==> config.mk <==
export PLATFORM = sky130hd
export DESIGN_NAME = sorted_priority_queue
export DESIGN_NICKNAME = d
export VERILOG_FILES = /design/src/sv/spq_pkg.sv /design/src/sv/spq_ctrl.sv /design/src/sv/spq_dp.sv /design/src/sv/sorted_priority_queue.sv
export SDC_FILE = /design/constraint.sdc
export NUM_CORES = 1
export LEC_CHECK = 0
export BUFFER_PORTS_ARGS = -buffer_cell sky130_fd_sc_hd__buf_2
export CAP_MARGIN = 5
export CORE_UTILIZATION = 40
export CTS_CLUSTER_SIZE = 14
export DETAILED_ROUTE_END_ITERATION = 6
export GPL_TIMING_DRIVEN = 0
export PLACE_DENSITY = 0.66
export SYNTH_ARGS = -nofsm -noshare
export SYNTH_HDL_FRONTEND = slang
export SYNTH_SLANG_ARGS = --single-unit
==> constraint.sdc <==
create_clock -name i_clk -period 4.8 [get_ports i_clk]
set_input_delay 0.72 -clock i_clk [delete_from_list [all_inputs] [get_ports i_clk]]
set_output_delay 0.72 -clock i_clk [all_outputs]
set_load 0.02 [all_outputs]
==> src/sv/spq_pkg.sv <==
// Shared types, sizes and codes for the sorted priority queue.
// No dependencies; every other file refers to it by scoped name.
`default_nettype none

package spq_pkg;

    localparam int DEPTH     = 16;
    localparam int PRIO_BITS = 8;
    localparam int CNT_W     = $clog2(DEPTH + 1);

    localparam logic FN_INSERT = 1'b0;
    localparam logic FN_REMOVE = 1'b1;

    localparam logic [1:0] ST_OK    = 2'd0;
    localparam logic [1:0] ST_EMPTY = 2'd1;
    localparam logic [1:0] ST_FULL  = 2'd2;

    typedef logic [PRIO_BITS-1:0] t_prio;
    typedef logic [CNT_W-1:0]     t_count;

    typedef struct packed {
        logic               func;
        logic signed [31:0] in_value;
        logic [7:0]         in_priority;
    } t_req;

    typedef struct packed {
        logic signed [31:0] out_value;
        logic [7:0]         out_priority;
        logic               removed;
        logic [1:0]         status;
        logic [4:0]         occupancy;
    } t_rsp;

    // controller to datapath
    typedef struct packed {
        logic capture;   // latch the incoming item
        logic exec;      // apply it to the cell chain and load the result
    } t_cmd;

    // keep the low PRIO_BITS bits of the 8-bit field, zero-extend above it
    function automatic t_prio prio_from_field(input logic [7:0] p);
        logic [31:0] w;
        t_prio       r;
        w = {24'b0, p};
        for (int i = 0; i < PRIO_BITS; i++) begin
            r[i] = w[i];
        end
        return r;
    endfunction

    function automatic logic [7:0] prio_to_field(input t_prio p);
        logic [31:0] w;
        w = 32'(p);
        return w[7:0];
    endfunction

endpackage

`default_nettype wire

==> src/sv/spq_ctrl.sv <==
// Sequencer for the sorted priority queue: handshakes and item phases.
// Depends on spq_pkg.
`default_nettype none

module spq_ctrl (
    input  wire logic          i_clk,
    input  wire logic          i_rst_n,
    input  wire logic          i_in_valid,
    output logic               o_in_stall,
    output logic               o_out_valid,
    input  wire logic          i_out_stall,
    output spq_pkg::t_cmd      o_cmd
);

    typedef enum logic [1:0] {
        S_IDLE = 2'b01,
        S_EXEC = 2'b10
    } t_state;

    t_state r_state, n_state;
    logic   r_out_valid, n_out_valid;
    logic   accept;
    logic   slot_free;

    // result slot is free, or its item leaves at this edge
    assign slot_free  = !r_out_valid || !i_out_stall;
    assign o_in_stall = !((r_state == S_IDLE) && slot_free);
    assign accept     = i_in_valid && !o_in_stall;

    always_comb begin
        n_state     = r_state;
        n_out_valid = r_out_valid;
        if (r_out_valid && !i_out_stall) begin
            n_out_valid = 1'b0;
        end
        unique case (r_state)
            S_IDLE: begin
                if (accept) begin
                    n_state = S_EXEC;
                end
            end
            S_EXEC: begin
                n_state     = S_IDLE;
                n_out_valid = 1'b1;
            end
            default: begin
                n_state = S_IDLE;
            end
        endcase
    end

    always_ff @(posedge i_clk) begin
        if (!i_rst_n) begin
            r_state     <= S_IDLE;
            r_out_valid <= 1'b0;
        end else begin
            r_state     <= n_state;
            r_out_valid <= n_out_valid;
        end
    end

    assign o_out_valid   = r_out_valid;
    assign o_cmd.capture = accept;
    assign o_cmd.exec    = (r_state == S_EXEC);

endmodule

`default_nettype wire

==> src/sv/spq_dp.sv <==
// Datapath for the sorted priority queue: shift-register cell chain,
// entry count, request and result registers. Depends on spq_pkg.
`default_nettype none

module spq_dp (
    input  wire logic          i_clk,
    input  wire logic          i_rst_n,
    input  wire spq_pkg::t_cmd i_cmd,
    input  wire spq_pkg::t_req i_req,
    output spq_pkg::t_rsp      o_rsp
);

    localparam int D = spq_pkg::DEPTH;

    logic                  r_func;
    logic signed [31:0]    r_new_val;
    spq_pkg::t_prio        r_new_pri;
    logic signed [31:0]    r_val [D];
    spq_pkg::t_prio        r_pri [D];
    spq_pkg::t_count       r_count, n_count;
    spq_pkg::t_rsp         r_rsp, n_rsp;
    logic [D-1:0]          ge;
    logic                  full, empty, do_ins, do_rem;

    // a cell is "ge" if empty or holding a priority not below the new one;
    // the chain is sorted so ge is monotone and the first ge cell is the slot
    for (genvar g = 0; g < D; g++) begin : g_cmp
        assign ge[g] = (spq_pkg::CNT_W'(g) >= r_count) || (r_pri[g] >= r_new_pri);
    end

    assign full   = (r_count == spq_pkg::CNT_W'(D));
    assign empty  = (r_count == '0);
    assign do_ins = (r_func == spq_pkg::FN_INSERT) && !full;
    assign do_rem = (r_func == spq_pkg::FN_REMOVE) && !empty;

    always_comb begin
        n_count = r_count;
        n_rsp   = '0;
        if (r_func == spq_pkg::FN_INSERT) begin
            if (full) begin
                n_rsp.status = spq_pkg::ST_FULL;
            end else begin
                n_count = r_count + spq_pkg::t_count'(1);
            end
        end else begin
            if (empty) begin
                n_rsp.status = spq_pkg::ST_EMPTY;
            end else begin
                n_count            = r_count - spq_pkg::t_count'(1);
                n_rsp.out_value    = r_val[0];
                n_rsp.out_priority = spq_pkg::prio_to_field(r_pri[0]);
                n_rsp.removed      = 1'b1;
            end
        end
        n_rsp.occupancy = 5'(n_count);
    end

    always_ff @(posedge i_clk) begin
        if (!i_rst_n) begin
            r_count <= '0;
        end else if (i_cmd.exec) begin
            r_count <= n_count;
        end
    end

    always_ff @(posedge i_clk) begin
        if (i_cmd.capture) begin
            r_func    <= i_req.func;
            r_new_val <= i_req.in_value;
            r_new_pri <= spq_pkg::prio_from_field(i_req.in_priority);
        end
        if (i_cmd.exec) begin
            r_rsp <= n_rsp;
        end
    end

    // cell chain: insert shifts towards the tail, remove towards the head
    always_ff @(posedge i_clk) begin
        if (i_cmd.exec) begin
            for (int i = 0; i < D; i++) begin
                if (do_ins) begin
                    if (i > 0 && ge[(i > 0) ? i - 1 : 0]) begin
                        r_val[i] <= r_val[(i > 0) ? i - 1 : 0];
                        r_pri[i] <= r_pri[(i > 0) ? i - 1 : 0];
                    end else if (ge[i]) begin
                        r_val[i] <= r_new_val;
                        r_pri[i] <= r_new_pri;
                    end
                end else if (do_rem && i < D - 1) begin
                    r_val[i] <= r_val[(i < D - 1) ? i + 1 : i];
                    r_pri[i] <= r_pri[(i < D - 1) ? i + 1 : i];
                end
            end
        end
    end

    assign o_rsp = r_rsp;

endmodule

`default_nettype wire

==> src/sv/sorted_priority_queue.sv <==
// Top level of the sorted priority queue: sequencer plus cell-chain datapath.
// Depends on spq_pkg, spq_ctrl and spq_dp.
//
// Usage
//   Request channel (i_in_valid / o_in_stall / i_req): one item is an insert
//   (value and priority) or a remove of the head, lowest priority number first.
//   Among equal priorities the most recently inserted entry leaves first.
//   Response channel (o_out_valid / i_out_stall / o_rsp): exactly one item per
//   request, in request order: removed entry or zeros, status, occupancy.
//   Sequencing: a new request is taken only in the idle phase, so one item is
//   in work at a time; the sequencer captures the request into the request
//   registers, then updates the 16-cell chain, which compares all entries at
//   once against the new priority, and loads the result register.
//   Stall: the result register holds its item while i_out_stall is high; a new
//   request is still accepted as long as the result leaves at that same edge.
//   Reset (i_rst_n low, synchronous): queue empty, no result pending. Entry
//   storage is not cleared; cells beyond the count are never observed.
//   Full queue: insert is dropped with status full. Empty queue: remove gives
//   status empty and zero payload.
`default_nettype none

module sorted_priority_queue (
    input  wire logic          i_clk,
    input  wire logic          i_rst_n,
    input  wire logic          i_in_valid,
    output logic               o_in_stall,
    input  wire spq_pkg::t_req i_req,
    output logic               o_out_valid,
    input  wire logic          i_out_stall,
    output spq_pkg::t_rsp      o_rsp
);

    spq_pkg::t_cmd cmd;

    // handshakes and phase sequencing
    spq_ctrl u_ctrl (
        .i_clk       (i_clk),
        .i_rst_n     (i_rst_n),
        .i_in_valid  (i_in_valid),
        .o_in_stall  (o_in_stall),
        .o_out_valid (o_out_valid),
        .i_out_stall (i_out_stall),
        .o_cmd       (cmd)
    );

    // sorted entry chain, count and result register
    spq_dp u_dp (
        .i_clk   (i_clk),
        .i_rst_n (i_rst_n),
        .i_cmd   (cmd),
        .i_req   (i_req),
        .o_rsp   (o_rsp)
    );

endmodule

`default_nettype wire

* After elaboration in Yosys (flattened, before gate mapping) *
Memories as Yosys holds them, arrays and structs flattened.
Index checks and enable logic that the tools add are counted.

storage, ports and cells
  bits in registers = 97
  bits in writable memories = 640
  bits of input ports = 45
  output and inout bits = 50
  memories = 2

memory list
  name        depth  width  read ports  clocked after Yosys merged registers in  wr ports  line          text
  u_dp.r_val  16     32     16          0                                        16        spq_dp.sv:18  logic signed [31:0] r_val [D];
  u_dp.r_pri  16     8      16          0                                        16        spq_dp.sv:19  spq_pkg::t_prio r_pri [D];

cells by class
  add/sub/neg operators = 2
  magnitude comparators = 32
  equality and inequality tests = 3
  multiplexer cells = 194
  bitwise gates (word level) = 61
  reduce and logical (&&, ||, !) cells = 31

operators with widths
  operator             number
  $mux 32              30
  $mux 8               30
  $mux 1               129
  $ge 8x8->1           16
  $or 1x1->1           60
  $ge 4x5->1 const A   8
  $ge 3x5->1 const A   4
  $logic_or 1x1->1     17
  $mux 5               3
  $ge 1x5->1 const A   2
  $ge 2x5->1 const A   2
  $add 5x1->5 const B  1
  $eq 5x5->1 const B   1
  $logic_and 1x1->1    5
  $logic_not 1->1      5
  $logic_not 5->1      1
  $sub 5x1->5 const B  1
  $mux 2               2
  $eq 2x1->1 const B   1
  $eq 2x2->1 const B   1
  $reduce_and 2->1     1
  $reduce_bool 2->1    1
  $reduce_or 2->1      1
  $not 1->1            1

* Longest topological paths before layout *
An unclocked memory read counts as a cell.

  depth after elaboration = 10
  gate-level depth with buffers = 11
  mapped depth without buffers = 8

* Modules after synthesis *
Synthesis repeated with hierarchy kept, for this count alone.

unflattened totals
  cells, all modules = 3422
  area total of the unflattened synthesis = 38554.5 um2

by module, submodules not included
  module    times used  cells each  area an instance (um2)  sequential area each (um2)
  spq_dp    1           3408        38419.3                 21991.1
  spq_ctrl  1           14          135.1                   60.1

* Least setup slack after synthesis *
No wires, ideal clock.

  path type = reg2reg
  start point = register u_ctrl.r_state[0]
  end point = memory u_dp.r_pri[11][0] in the netlist's numbering, enable pin
  arrival time = 4.606 ns
  slack = -0.299 ns
  cell stages (with the launch flop) = 8
  path buffers = 3
  clock period less this slack = 5.099 ns
  cell sequence = dfxtp_1 -> nand2b_1 -> buf_6 -> clkinv_2 -> nand3_4 -> buf_4 -> clkbuf_1 -> o21ai_0

RTL lines
  element                   line            text
  start: declaration        spq_ctrl.sv:20  t_state r_state, n_state;
  start signal: assignment  spq_ctrl.sv:57  r_state <= n_state;
  end: declaration          spq_dp.sv:19

==> flow_results.org <==
** Synthesis
- The biggest area contributor in the post-synthesis netlist is sky130_fd_sc_hd__edfxtp_1.
- Post-synth EDFFs :: 729
- The synthesized netlist devotes between 4 and 5% of its cell area to adder and majority cells.
- Synthesized area per cell :: 10.8 sq um
- Post-Synthesis Net Count :: 3781
- After synthesis, the largest family of logic cells by area is compound AO/OA/AOI/OAI gates.
- Number of storage elements in the synthesis netlist :: 737
- Unique masters post-synth :: 78
- Sequential area share after synthesis :: 56.7%
- Sorting the synthesized cells by area gives the leading types as sky130_fd_sc_hd__edfxtp_1, sky130_fd_sc_hd__a21oi_1, sky130_fd_sc_hd__mux2i_1.
- sky130_fd_sc_hd__edfxtp_1 is the most common cell in the netlist.
- Simple-gate share of the synthesized area :: 13.0%
- Among all flip-flop cells after synthesis, the most frequent one is sky130_fd_sc_hd__edfxtp_1.
- List of most frequent post-synthesis cells :: sky130_fd_sc_hd__edfxtp_1, sky130_fd_sc_hd__a21oi_1, sky130_fd_sc_hd__nand2_1, sky130_fd_sc_hd__nor2_1, sky130_fd_sc_hd__mux2i_1
- YS warnings :: 0
- Of the total synthesized cell area, the portion taken by XOR and XNOR cells is 0.0901%.
- Summing the areas of all compound-gate instances in the mapped netlist gives about 14% of the synthesized area.
- Top-area cell type share of the netlist area :: between 50% and 60%
- Post-Synthesis Cells :: ~3600
- After synthesis, the share of flip-flops with an asynchronous set or reset is 0%.
- Mux share of post-synthesis cell area :: 7.55%
- Summed instance area of the synthesized netlist :: 0.0389 sq mm

** Power and ir drop
- PwrDens :: 331 mW/mm^2
- Worst voltage drop across the vdd grid :: between 0.2 and 0.3 mV
- Static Leakage :: 0.0166 uW

** GRT
- Number of antenna violations at the first check in global routing :: 2
- In the global route stage, met3 resource usage came out at 5.58%.
- For this run, the total global-route usage over all layers was measured as between 20% and 30%.
- Sum of overflow across all layers after global routing :: 0
- The via count of the first global-routing pass was 30200.
- After global routing, the most crowded layer is met2.
- Met1 GRT Util :: 36.3%
- Maximum number of pins on one net before global-route repair :: 34
- Grt met2 use :: 42.2%
- First-pass GRT wire length :: between 150000 and 200000 um

** STA
- The clock arrives with 0.0598 ns of skew.
- Setup repair after global routing left no endpoint under its margin.
- Tightest hold margin :: 0.225 ns
- At the pin with the least slew margin, the transition time is 1.37 ns.
- Final Hold Viols :: 0
- Fmax :: 0.213 GHz
- Worst relative slew slack :: 8.37%
- Setup violations remaining at the end of the flow were counted as 0.
- Number of max-slew violations in the final report :: 0
- In the final timing run, aggregate negative setup slack is 0 ns.
- Ratio of final minimum period to clock period :: between 90% and 100%
- The routed design could run at a clock period as short as between 4 and 5 ns.

** CTS
- For this design, the sink count on the clock tree is between 700 and 800.
- The H-tree was split into 3 levels.
- Number of buffers added by the clock tree synthesis step :: 83
- Register clock-pin slew on the reported worst setup and hold paths :: 0.06 ns
- Max Root-Sink Buffers :: 3
- TritonCTS built the clock tree.
- Clock latency on the worst-skew pair :: 0.69 ns
- Clock root cell :: sky130_fd_sc_hd__clkbuf_16
- Buffers inserted to repair hold after CTS numbered 0.
- Buffers inserted during post-CTS setup optimization :: 0

** Layout
- Number of inserted diodes :: 0
- At the end of the flow the core is filled with cells to 46.3%.
- The area growth from synthesis to layout is 13.9%.
- Number of nets at the end of the flow :: 3987
- Of the cells placed in the final design, the portion with a size suffix greater than 1 is 12.0%.

** Floorplan
- Area enclosed by the die boundary :: approximately 0.098 sq mm
- Pin placement for this block handled 95 I/O pins.
- For this configuration, the core starts out at a cell density of around two fifths.
- The core region is 0.0956 sq mm.
- The die is 314 um tall.
- Row generation in the floorplan step produced between 100 and 150 rows.
- The die is 314 um wide.

** Worst setup path
- For this run, the slowest stage of the critical path takes 0.76 ns.
- Cell breakdown of the critical path :: clkinvlp_4 > ha_1 > or3_1 > a21oi_1 > o31ai_2 > nand4_1 > buf_4 > mux2i_1 > o21ai_0
- STA puts the critical path data required time at approximately 5.2 ns.
- In this run the worst path has a maximum fanout of 17.
- Critical path startpoint category :: flip-flop
- Arrival time of the worst setup path :: between 5 and 6 ns
- The worst setup path is of the reg2reg kind.
- Among all stages on the critical path, the largest delay is contributed by sky130_fd_sc_hd__nand4_1.
- Crit end category :: flip-flop

** Drt
- DR DRC count :: 0
- Detailed-routing iteration count for the pre-antenna-repair pass :: 6
- DRT Wirelength :: ~140000 um
- The count of nets left with antenna violations once routing finished came out at 0.
- The final route contains 31200 vias.
- After detailed routing, the average wire length per cell comes to 26.7 um.
- After detailed routing, the number of vias per cell comes to approximately 6.1.
- In this run, the number of DRC markers left after iteration 0 of detailed routing was 4055.

** Job
- Count of maximum capacitance violations :: 0

** Placement
- Global placer's final weighted congestion :: about 0.95
- Detailed placement finished with a half-perimeter wire length of 96100 um.
- Port buffering added 94 buffers.

** Worst hold path
- The min-delay analysis places its worst path in the category in2reg.

** Status
- Outcome :: completed
## path summary, 6_finish.rpt
kind,from,to,slack [ns],depth (start not counted)
max,u_dp.r_new_pri[2],u_dp.r_pri[5][2],0.1,9
min,i_req[6],u_dp.r_new_pri[6],0.23,1
max reg2reg,u_dp.r_new_pri[2],u_dp.r_pri[5][2],0.1,9
min reg2reg,u_ctrl.o_out_valid,u_ctrl.o_out_valid,0.50,2
## critical path, delay by kind of cell (launching register included)
family                     cells  cell delay [ns]
DFF                            1             0.64
AOI/OAI and AO/OA              3             0.85
adders and majority gates      1             0.55
muxes                          1             0.26
and+or+nand+nor                2             0.86
buffers and inverters          2             1.20
## power breakdown
part | switching (uW) | internal [uW] | total, uW
registers | 104 | 7110 | 7210
clock network | 2870 | 3990 | 6860
logic | 389 | 182 | 571
total | 3360 | 11300 | 14600
## metrics by stage
| step | total power [uW] | worst slack, ns | std cells | instance area [sq um] |
|---|---|---|---|---|
| detailed placement | 7910 | -0.0685 | 4989 | 41400 |
| finish | 14600 | 0.0965 | 5142 | 44300 |
| floorplan | 7640 | -0.299 | 3603 | 38900 |
| global placement | 7890 | -4.34 | 4962 | 40900 |
| global route | 14900 | 0.148 | 5142 | 44300 |
| CTS | 14700 | 0.183 | 5142 | 44300 |
## cell type report
class / count / area (sq um)
fillers: 8927 / 51300
flip-flops and latches: 737 / 22100
multi-input cells: 2542 / 15300
clock buffers: 108 / 2210
well taps: 1265 / 1580
plain buffers: 289 / 1500
repair buffers: 121 / 881
clock inverters: 45 / 639
inverters: 35 / 136
## sequential cells by signal, summed over array words and instances (netlist names)
signal              cells
u_ctrl.o_out_valid      1
u_dp.r_new_pri          8
u_ctrl.r_state          2
u_dp.r_val            512
u_dp.r_new_val         32
u_dp.r_count            5
u_dp.r_func             1
u_dp.o_rsp             48
u_dp.r_pri            128
## layer usage
| metal | wire length (um) | vias up | part of all wire (%) |
|---|---|---|---|
| met5 | 20 | - | 0.015 |
| met4 | 7640 | 2 | 5.6 |
| met3 | 14100 | 399 | 10 |
| met2 | 60800 | 1877 | 44 |
| met1 | 54900 | 15400 | 40 |
| li1 | - | 13500 | - |
## repair_timing
action,CTS,global route
gates resized for setup,2,0
hold endpoints to repair,0,0
setup endpoints to repair,14,0
## kinds of logic (layout without fill, tap and decap cells)
logic type / count (synthesis) / in the layout
flops: 737 / 737
fa+ha+maj: 133 / 133
xor+xnor: 4 / 4
simple gates: 1177 / 1177
mux: 272 / 272
buf+inv: 324 / 598
compound gates: 956 / 956
## cells in the final DEF, fill, tap and decap left out, drive strengths merged, types with 6 or more instances in the layout
cell and instances:
nor3b 8, mux2 40, a22oi 7, inv 36, clkinv 26, a211o 12
o21a 7, ha 133, nand4 13, bufinv 13, o21ai 197, mux2i 231
o31ai 12, nor2b 6, nand3 28, a21o 7, a21oi 567, nor3 11
and2 77, o211ai 21, a211oi 16, clkbuf 261, nand2 538, a2111oi 10
buf 257, a221o 33, nor2 430, nand2b 11, o22ai 40, a31oi 12
edfxtp 729, dfxtp 8, and3 37
Note: power is estimated with default switching activity, not from simulation.
